===== src/hdl/ffba_pkg.sv =====
// Types, constants and control structs of the first-fit block allocator.
package ffba_pkg;

    localparam int BLOCKS    = 32;
    localparam int IDX_W     = $clog2(BLOCKS);
    localparam int PTR_W     = IDX_W + 1;
    localparam int SIZE_RAW  = $clog2((BLOCKS - 1) * 8 + 1);
    localparam int SIZE_W    = (SIZE_RAW < 8) ? 8 : SIZE_RAW;
    localparam int HDR_W     = SIZE_W + 1;
    localparam int REQ_W     = 8;
    localparam int PIDX_W    = 5;
    localparam int STAT_W    = 3;
    localparam int NEED_W    = REQ_W - 2;
    localparam int BSZ_W     = SIZE_W - 2;
    localparam int ADV_W     = ((PTR_W > BSZ_W) ? PTR_W : BSZ_W) + 1;
    localparam int NXT_W     = ((PTR_W > NEED_W) ? PTR_W : NEED_W) + 1;
    localparam int CMP_W     = (SIZE_W > NEED_W + 4) ? SIZE_W : NEED_W + 4;
    localparam int MATCH_W   = (PTR_W > PIDX_W) ? PTR_W : PIDX_W;
    localparam int S_TDATA_W = 16;
    localparam int M_TDATA_W = 8;

    localparam logic [SIZE_W-1:0] INIT0_SIZE = SIZE_W'((BLOCKS - 1) * 8);

    typedef enum logic [STAT_W-1:0] {
        ST_OK       = 3'd0,
        ST_ZERO     = 3'd1,
        ST_NOFIT    = 3'd2,
        ST_NOTFOUND = 3'd3,
        ST_NOTALLOC = 3'd4
    } status_t;

    typedef enum logic {
        CMD_ALLOC = 1'b0,
        CMD_FREE  = 1'b1
    } cmd_t;

    typedef enum logic [2:0] {
        S_IDLE,
        S_START,
        S_EVAL,
        S_EVAL_REM,
        S_FINISH
    } state_t;

    typedef struct packed {
        logic    load;
        logic    rd_en;
        logic    rd_sel_nxt;
        logic    rd_sel_adv;
        logic    wr_take;
        logic    wr_free;
        logic    wr_rem;
        logic    ptr_adv;
        logic    out_load;
        status_t status;
    } ffba_cmd_t;

    typedef struct packed {
        logic is_free;
        logic req_zero;
        logic fit;
        logic rem_ok;
        logic match;
        logic hdr_taken;
        logic slot_empty;
        logic adv_end;
        logic out_free;
    } ffba_stat_t;

endpackage


===== src/hdl/ffba_ram.sv =====
// Generic simple dual-port RAM with registered read.
module ffba_ram #(
    parameter int WIDTH = 8,
    parameter int DEPTH = 32
) (
    input  logic                     clk,
    input  logic                     wr_en,
    input  logic [$clog2(DEPTH)-1:0] wr_addr,
    input  logic [WIDTH-1:0]         wr_data,
    input  logic                     rd_en,
    input  logic [$clog2(DEPTH)-1:0] rd_addr,
    output logic [WIDTH-1:0]         rd_data
);

    logic [WIDTH-1:0] mem [DEPTH];

    always_ff @(posedge clk)
    begin
        if (wr_en)
        begin
            mem[wr_addr] <= wr_data;
        end
        if (rd_en)
        begin
            rd_data <= mem[rd_addr];
        end
    end

endmodule


===== src/hdl/ffba_ctrl.sv =====
// Request sequencer: walks the header list and steers the datapath.
module ffba_ctrl
    import ffba_pkg::*;
(
    input  logic       clk,
    input  logic       rst_n,
    input  logic       s_tvalid,
    output logic       s_tready,
    input  ffba_stat_t stat,
    output ffba_cmd_t  cmd
);

    state_t  state_reg, state_next;
    status_t status_reg, status_next;

    always_ff @(posedge clk or negedge rst_n)
    begin
        if (!rst_n)
        begin
            state_reg  <= S_IDLE;
            status_reg <= ST_OK;
        end
        else
        begin
            state_reg  <= state_next;
            status_reg <= status_next;
        end
    end

    always_comb
    begin
        state_next  = state_reg;
        status_next = status_reg;
        unique case (state_reg)
            S_IDLE:
            begin
                if (s_tvalid)
                begin
                    state_next = S_START;
                end
            end
            S_START:
            begin
                if (!stat.is_free && stat.req_zero)
                begin
                    status_next = ST_ZERO;
                    state_next  = S_FINISH;
                end
                else
                begin
                    state_next = S_EVAL;
                end
            end
            S_EVAL:
            begin
                if (!stat.is_free && stat.fit)
                begin
                    status_next = ST_OK;
                    state_next  = stat.rem_ok ? S_EVAL_REM : S_FINISH;
                end
                else if (stat.is_free && stat.match)
                begin
                    status_next = stat.hdr_taken ? ST_OK : ST_NOTALLOC;
                    state_next  = S_FINISH;
                end
                else if (stat.adv_end)
                begin
                    status_next = stat.is_free ? ST_NOTFOUND : ST_NOFIT;
                    state_next  = S_FINISH;
                end
            end
            S_EVAL_REM:
            begin
                state_next = S_FINISH;
            end
            S_FINISH:
            begin
                if (stat.out_free)
                begin
                    state_next = S_IDLE;
                end
            end
            default:
            begin
                state_next = S_IDLE;
            end
        endcase
    end

    always_comb
    begin
        s_tready = 1'b0;
        cmd      = '0;
        cmd.status = status_reg;
        unique case (state_reg)
            S_IDLE:
            begin
                s_tready = 1'b1;
                cmd.load = s_tvalid;
            end
            S_START:
            begin
                cmd.rd_en = !(!stat.is_free && stat.req_zero);
            end
            S_EVAL:
            begin
                if (!stat.is_free && stat.fit)
                begin
                    cmd.wr_take = 1'b1;
                    // fetch the slot after the split point for a remainder header
                    cmd.rd_en      = stat.rem_ok;
                    cmd.rd_sel_nxt = 1'b1;
                end
                else if (stat.is_free && stat.match)
                begin
                    cmd.wr_free = stat.hdr_taken;
                end
                else
                begin
                    cmd.ptr_adv    = 1'b1;
                    cmd.rd_en      = !stat.adv_end;
                    cmd.rd_sel_adv = 1'b1;
                end
            end
            S_EVAL_REM:
            begin
                cmd.wr_rem = stat.slot_empty;
            end
            S_FINISH:
            begin
                cmd.out_load = stat.out_free;
            end
            default:
            begin
                s_tready = 1'b0;
            end
        endcase
    end

endmodule


===== src/hdl/ffba_dp.sv =====
// Header store, walk pointer, header arithmetic and result register.
module ffba_dp
    import ffba_pkg::*;
(
    input  logic                  clk,
    input  logic                  rst_n,
    input  logic [S_TDATA_W-1:0]  s_tdata,
    input  logic                  s_tuser,
    output logic                  m_tvalid,
    input  logic                  m_tready,
    output logic [M_TDATA_W-1:0]  m_tdata,
    input  ffba_cmd_t             cmd,
    output ffba_stat_t            stat
);

    cmd_t                cmd_reg;
    logic [REQ_W-1:0]    req_reg;
    logic [PIDX_W-1:0]   target_reg;
    logic [NEED_W-1:0]   need_reg;
    logic [PTR_W-1:0]    ptr_reg;
    logic [SIZE_W-1:0]   csz_reg;

    logic [BLOCKS-1:0]   valid_reg;
    logic                rd_valid_reg;
    logic                rd_zero_reg;

    logic                out_valid_reg;
    status_t             out_status_reg;
    logic [PIDX_W-1:0]   out_index_reg;

    logic [REQ_W-1:0]    in_req;
    logic [REQ_W:0]      in_req_p7;
    logic [HDR_W-1:0]    ram_q;
    logic [HDR_W-1:0]    hdr;
    logic                taken;
    logic [SIZE_W-1:0]   csz;
    logic [SIZE_W:0]     csz_p7;
    logic [BSZ_W-1:0]    bcsz;
    logic [ADV_W-1:0]    adv;
    logic [NXT_W-1:0]    nxt;
    logic [NEED_W:0]     need_p1;
    logic [NEED_W+3:0]   need_bytes;
    logic [CMP_W-1:0]    rem_full;
    logic [SIZE_W:0]     freed_full;
    logic [PTR_W-1:0]    ptr_p1;
    logic [IDX_W-1:0]    rd_addr;
    logic [IDX_W-1:0]    wr_addr;
    logic [HDR_W-1:0]    wr_data;
    logic                wr_en;

    assign in_req    = s_tdata[REQ_W-1:0];
    assign in_req_p7 = (REQ_W+1)'(in_req) + (REQ_W+1)'(7);

    // an entry never written reads as its reset header
    assign hdr   = rd_valid_reg ? ram_q
                 : (rd_zero_reg ? {1'b0, INIT0_SIZE} : '0);
    assign taken = hdr[HDR_W-1];
    assign csz   = hdr[SIZE_W-1:0];

    assign csz_p7     = (SIZE_W+1)'(csz) + (SIZE_W+1)'(7);
    assign bcsz       = csz_p7[SIZE_W:3];
    assign adv        = ADV_W'(ptr_reg) + ADV_W'(bcsz) + ADV_W'(1);
    assign nxt        = NXT_W'(ptr_reg) + NXT_W'(need_reg) + NXT_W'(1);
    assign need_p1    = (NEED_W+1)'(need_reg) + (NEED_W+1)'(1);
    assign need_bytes = {need_p1, 3'b000};
    assign rem_full   = CMP_W'(csz_reg) - CMP_W'(need_bytes);
    assign freed_full = {bcsz, 3'b000};
    assign ptr_p1     = ptr_reg + PTR_W'(1);

    assign stat.is_free    = (cmd_reg == CMD_FREE);
    assign stat.req_zero   = (req_reg == '0);
    assign stat.fit        = !taken && (csz >= SIZE_W'(req_reg));
    assign stat.rem_ok     = (nxt < NXT_W'(BLOCKS)) && (CMP_W'(csz) >= CMP_W'(need_bytes));
    assign stat.match      = (MATCH_W'(ptr_p1) == MATCH_W'(target_reg));
    assign stat.hdr_taken  = taken;
    assign stat.slot_empty = !taken && (csz == '0);
    assign stat.adv_end    = (adv >= ADV_W'(BLOCKS));
    assign stat.out_free   = !out_valid_reg || m_tready;

    always_comb
    begin
        priority if (cmd.rd_sel_nxt)
        begin
            rd_addr = nxt[IDX_W-1:0];
        end
        else if (cmd.rd_sel_adv)
        begin
            rd_addr = adv[IDX_W-1:0];
        end
        else
        begin
            rd_addr = ptr_reg[IDX_W-1:0];
        end
    end

    always_comb
    begin
        wr_en   = cmd.wr_take || cmd.wr_free || cmd.wr_rem;
        wr_addr = ptr_reg[IDX_W-1:0];
        wr_data = {1'b1, SIZE_W'(req_reg)};
        priority if (cmd.wr_rem)
        begin
            wr_addr = nxt[IDX_W-1:0];
            wr_data = {1'b0, rem_full[SIZE_W-1:0]};
        end
        else if (cmd.wr_free)
        begin
            wr_data = {1'b0, freed_full[SIZE_W-1:0]};
        end
        else
        begin
            wr_data = {1'b1, SIZE_W'(req_reg)};
        end
    end

    ffba_ram #(
        .WIDTH (HDR_W),
        .DEPTH (BLOCKS)
    ) u_hdr_ram (
        .clk     (clk),
        .wr_en   (wr_en),
        .wr_addr (wr_addr),
        .wr_data (wr_data),
        .rd_en   (cmd.rd_en),
        .rd_addr (rd_addr),
        .rd_data (ram_q)
    );

    always_ff @(posedge clk or negedge rst_n)
    begin
        if (!rst_n)
        begin
            valid_reg    <= '0;
            rd_valid_reg <= 1'b0;
            rd_zero_reg  <= 1'b0;
            cmd_reg      <= CMD_ALLOC;
            ptr_reg      <= '0;
        end
        else
        begin
            if (wr_en)
            begin
                valid_reg[wr_addr] <= 1'b1;
            end
            if (cmd.rd_en)
            begin
                rd_valid_reg <= valid_reg[rd_addr];
                rd_zero_reg  <= (rd_addr == '0);
            end
            if (cmd.load)
            begin
                cmd_reg <= cmd_t'(s_tuser);
                ptr_reg <= '0;
            end
            else if (cmd.ptr_adv)
            begin
                ptr_reg <= adv[PTR_W-1:0];
            end
        end
    end

    always_ff @(posedge clk)
    begin
        if (cmd.load)
        begin
            req_reg    <= in_req;
            target_reg <= s_tdata[REQ_W+PIDX_W-1:REQ_W];
            need_reg   <= in_req_p7[REQ_W:3];
        end
        if (cmd.wr_take)
        begin
            csz_reg <= csz;
        end
    end

    // result register: hold until taken, refill on finish
    always_ff @(posedge clk or negedge rst_n)
    begin
        if (!rst_n)
        begin
            out_valid_reg <= 1'b0;
        end
        else if (cmd.out_load)
        begin
            out_valid_reg <= 1'b1;
        end
        else if (m_tready)
        begin
            out_valid_reg <= 1'b0;
        end
    end

    always_ff @(posedge clk)
    begin
        if (cmd.out_load)
        begin
            out_status_reg <= cmd.status;
            if ((cmd.status == ST_OK) && (cmd_reg == CMD_ALLOC))
            begin
                out_index_reg <= PIDX_W'(ptr_p1);
            end
            else
            begin
                out_index_reg <= '0;
            end
        end
    end

    assign m_tvalid = out_valid_reg;
    assign m_tdata  = {out_index_reg, out_status_reg};

endmodule


===== src/hdl/first_fit_block_allocator_top.sv =====
// First-fit block allocator: top level joining sequencer and datapath.
//
// Allocates and frees chunks in a store of BLOCKS 8-byte blocks kept as an
// implicit header list, first fit from block 0. One request is taken at a
// time: from one acceptance to the next a request passes a start step, one
// step per header visited, one more when an allocate checks the slot for a
// split-off remainder, and a finish step that loads the result, which turns
// valid in the same cycle that the next request can be taken. A walk visits
// at most BLOCKS headers and a split never follows a full walk. The pace is
// set by the header RAM, which returns one header per cycle to the walk
// loop. The result sits in an output register, so the next request is taken
// while the previous result still waits for m_tready; that request holds in
// its last cycle until the register frees up. Headers never written read as
// their reset value through one valid flop per entry, so no clear pass runs
// after reset.
module first_fit_block_allocator_top
    import ffba_pkg::*;
(
    input  logic                 clk,
    input  logic                 rst_n,
    input  logic                 s_tvalid,
    output logic                 s_tready,
    input  logic [S_TDATA_W-1:0] s_tdata,   // [7:0] request_bytes, [12:8] payload_index
    input  logic                 s_tuser,   // [0] command
    output logic                 m_tvalid,
    input  logic                 m_tready,
    output logic [M_TDATA_W-1:0] m_tdata    // [2:0] status, [7:3] result_index
);

    ffba_cmd_t  cmd;
    ffba_stat_t stat;

    ffba_ctrl u_ctrl (
        .clk      (clk),
        .rst_n    (rst_n),
        .s_tvalid (s_tvalid),
        .s_tready (s_tready),
        .stat     (stat),
        .cmd      (cmd)
    );

    ffba_dp u_dp (
        .clk      (clk),
        .rst_n    (rst_n),
        .s_tdata  (s_tdata),
        .s_tuser  (s_tuser),
        .m_tvalid (m_tvalid),
        .m_tready (m_tready),
        .m_tdata  (m_tdata),
        .cmd      (cmd),
        .stat     (stat)
    );

endmodule


===== config.mk =====
export PLATFORM = sky130hd
export DESIGN_NAME = first_fit_block_allocator_top
export DESIGN_NICKNAME = d
export VERILOG_FILES = /design/src/hdl/ffba_pkg.sv /design/src/hdl/ffba_ram.sv /design/src/hdl/ffba_ctrl.sv /design/src/hdl/ffba_dp.sv /design/src/hdl/first_fit_block_allocator_top.sv
export SDC_FILE = /design/constraint.sdc
export NUM_CORES = 1
export LEC_CHECK = 0
export BUFFER_PORTS_ARGS = -buffer_cell sky130_fd_sc_hd__buf_2
export CORE_MARGIN = 8
export CORE_UTILIZATION = 35
export DETAILED_ROUTE_END_ITERATION = 7
export GPL_ROUTABILITY_DRIVEN = 0
export PLACE_DENSITY = 0.5
export SLEW_MARGIN = 20
export SYNTH_ARGS = -nofsm -noshare
export SYNTH_HDL_FRONTEND = slang
export SYNTH_SLANG_ARGS = --single-unit

===== constraint.sdc =====
create_clock -name clk -period 3.8 [get_ports clk]
set_input_delay 0.19 -clock clk [delete_from_list [all_inputs] [get_ports clk]]
set_output_delay 0.19 -clock clk [all_outputs]
set_load 0.05 [all_outputs]

==> results_dict.tcl <==
set metrics [dict create \
    outcome "finished, violations left" \
    violations "setup timing" \
    path_class "reg2reg" \
    crit_path_top_delay_cell "a2111oi_4" \
    ys_ff_latch 380 \
    crit_path_end_kind "flop" \
    rows 80 \
    clkTransAtPathRegs_ps 60 \
    clock_path_buffers 3 \
    die_w_microns 235.0 \
    ant_nets 0 \
    grt_pass1_vias 12200 \
    vias 11910 \
    crit_chain "nor2b_4, buf_6, a21oi_4, inv_2, ha_1, nand4_1, a2111oi_4, o41ai_4, and2_4, nand2b_4, o221a_4, buf_12, buf_4, a311oi_2, buf_4, a211oi_1, buf_4, nor4_4" \
    grt_pass1_wl_mm 77.28 \
    cp.depth 18 \
    ff2ff_path_depth 18 \
    yosysSeqAreaShare_pct 66.52 \
    power_density_nw_per_um2 903.9 \
    first_pass_iters 5 \
    r2r-start "u_dp.rd_zero_reg" \
    cp-endpoint "u_dp.u_hdr_ram.rd_data[2]" \
    setup_viol 10 \
    p_int_mw 12.39 \
    dp_hpwl_mm 32.46 \
    power.share.switching_pct 39.39 \
    drc 0 \
    fin_crit_sh_pct 108.3 \
    n_fill_cell 4185 \
    synth_area_per_cell_sq_um 12.88 \
    ios 31 \
    routed_via_density 5.352 \
    power_mw 20.44 \
    crit_start "u_dp.rd_zero_reg" \
    cts_tree "yes" \
    h-tree-depth 2 \
    layout-drive-gt1-share_pct 35.96 \
    clock_power_share_pct 19.1 \
    critPathMaxStageDelay_ps 390 \
    layout_setup_ws_ps -315.1 \
    dp_slack_ps -809.9 \
    crit_required_ps 4150 \
    wl_per_cell_microns 23.12 \
    start_util_pct 35.32 \
    synthFlopType "edfxtp_1" \
    areaGrowthSynthToFinish_pct 34.63 \
    netlist_area_sq_um 16790 \
    hold_viol 0 \
    path_max_fanout 16 \
    grt.overflow.total 0 \
    grt_usage_pct 18.20 \
    cap_violations 0 \
    port_buffers 27 \
    clk_latency_ps 560 \
    multi_input_area_sq_um 6419 \
    min_path_type "in2async" \
    coreArea_sq_um 47550 \
    regArea_sq_um 11170 \
    fmax_ghz 0.2430 \
    syn_inst 1304 \
    relSlewSlack_pct 30.81 \
    drt_iter0_markers 883 \
    cts_buffers 42 \
    finalClockSkew_ps 13.29 \
    slew_violations 0 \
    setup.worst_path.start_class "flop" \
    pwr-share-seq_pct 26.0 \
    async_flop_share_pct 12.63 \
    crit_family "compound AO/OA/AOI/OAI gates" \
    leakage_nw 8.570 \
    worst_ir_drop_vdd_v 0.0003692 \
    switchingPower_mw 8.049 \
    ys_types 61 \
    cts.sinks 380 \
    ff2ff_setup_slack_ps -320 \
    combPwrFrac_pct 54.9 \
    diodes 0 \
    cp.arrival_ps 4470 \
    worst-slew-pin-transition_ps 1038 \
    grt_max_degree 40 \
    cp_num_buf_inv 6 \
    cts_root_buffer "clkbuf_16" \
    die_area_sq_um 55240 \
    path_common_cell "buf_4" \
    ys_warn_count 0 \
    synthesis.nets 1358 \
    drt-total-wl_mm 51.43 \
    largest_reg_flops 288 \
    tns_ps -2489 \
    synth_edf_count 332 \
    antenna_found_initial 0 \
    period_minus_slack_ps 4115 \
    die_y_microns 235.0 \
    rsz0062_at_grt "true" \
    rr_endpoint "u_dp.u_hdr_ram.rd_data[2]" \
    final_nets 1632 \
]
logic make-up after synthesis:
logic type               synth area share [%]
flip-flops                              66.52
AO/OA/AOI/OAI                           11.49
buffers and inverters                   2.943
AND/OR/NAND/NOR                         13.30
adder cells (fa/ha/maj)                 2.593
multiplexers                            1.334
XOR/XNOR                                1.818
cell usage after synthesis (all sizes together), types with 14 or more instances:
cell type,instances,area (sq um)
inv,33,123.9
nor3,25,130.1
and3,83,519.3
nor2,62,232.7
ha,30,375.4
xnor2,22,192.7
a311oi,56,508.0
a21oi,23,115.1
o21ai,14,70.06
a211oi,102,765.7
buf,25,151.4
clkbuf,58,219.0
edfxtp,332,9970
or2,36,225.2
a31oi,20,131.4
dfrtp,48,1201
nor4,15,108.9
nand2,195,732.0
mux2i,19,190.2
worst register-to-register path, stage by stage, from the launching register on:
cell and delay, ps:
dfrtp_1 380, nor2b_4 170, buf_6 130, a21oi_4 120, inv_2 60, ha_1 270, nand4_1 140, a2111oi_4 390
o41ai_4 180, and2_4 190, nand2b_4 160, o221a_4 380, buf_12 190, buf_4 160, a311oi_2 240, buf_4 150
a211oi_1 50, buf_4 180, nor4_4 370
worst min path at each step:
stage	cells past startpoint	to
after global routing	2	u_ctrl.state_reg[1]
after detailed placement	1	u_ctrl.state_reg[0]
after floorplan	0	u_ctrl.state_reg[0]
after CTS	2	u_ctrl.state_reg[0]
final	2	u_ctrl.state_reg[0]
after global placement	1	u_ctrl.state_reg[1]
area by class of cell:
cell class	instances	share of cell area, %
sequential	380	49.42
clock inverter	26	0.9574
multi-input combinational	808	28.39
inverter	33	0.5479
timing repair buffer	313	12.50
tap	615	3.404
clock buffer	50	4.782
cell usage in the layout, fill, tap and decap left out, types with 18 or more instances in the layout:
| cell type | Yosys | final |
|---|---|---|
| buf_12 | 0 | 21 |
| clkbuf_16 | 0 | 43 |
| xnor2_1 | 22 | 18 |
| a211oi_1 | 102 | 42 |
| and3_1 | 83 | 82 |
| buf_2 | 13 | 27 |
| nand2_1 | 195 | 191 |
| edfxtp_1 | 332 | 332 |
| nor2_1 | 62 | 60 |
| inv_1 | 33 | 30 |
| a311oi_1 | 55 | 18 |
| ha_1 | 30 | 26 |
| mux2i_1 | 19 | 19 |
| a211oi_2 | 0 | 51 |
| or2_2 | 36 | 35 |
| buf_4 | 6 | 221 |
| dfrtp_1 | 48 | 47 |
| a311oi_2 | 0 | 32 |
through the flow:
stage | utilization (%) | area, sq um | instances | hold WS (ps)
floorplan | - | 16800 | 1304 | -105.6
global placement | 41.18 | 19580 | 2118 | 295.3
detailed placement | 41.18 | 19580 | 2118 | 298.9
CTS | 46.31 | 22020 | 2223 | 224.7
global route | 47.55 | 22610 | 2225 | 261.0
finish | 47.55 | 22610 | 2225 | 230.3
power by group through the flow:
stage / Clock (mW) / Combinational (mW) / Sequential [mW]
after global routing: 4.17 / 11.9 / 5.34
after detailed placement: 0 / 8.67 / 5.37
after CTS: 4.01 / 10.3 / 5.31
after floorplan: 0 / 4.23 / 5.38
after global placement: 0 / 8.64 / 5.37
final: 3.90 / 11.2 / 5.32
repair_timing:
action / CTS / global route
setup buffers: 13 / 8
endpoints found under the hold margin: 49 / 0
hold buffers: 17 / 0
setup endpoints to repair: 12 / 23
pin swaps: 47 / 55
resized for setup: 145 / 99
gates cloned: 6 / 1
metal layers:
| metal | vias up | GRT usage [%] | wire length [microns] |
|---|---|---|---|
| li1 | 5517 | - | - |
| met1 | 6018 | 24.03 | 22720 |
| met2 | 293 | 29.96 | 24350 |
| met3 | 80 | 3.734 | 2716 |
| met4 | 0 | 5.460 | 1649 |
| met5 | - | 0 | 0 |
(Power assumes the default switching activity.)
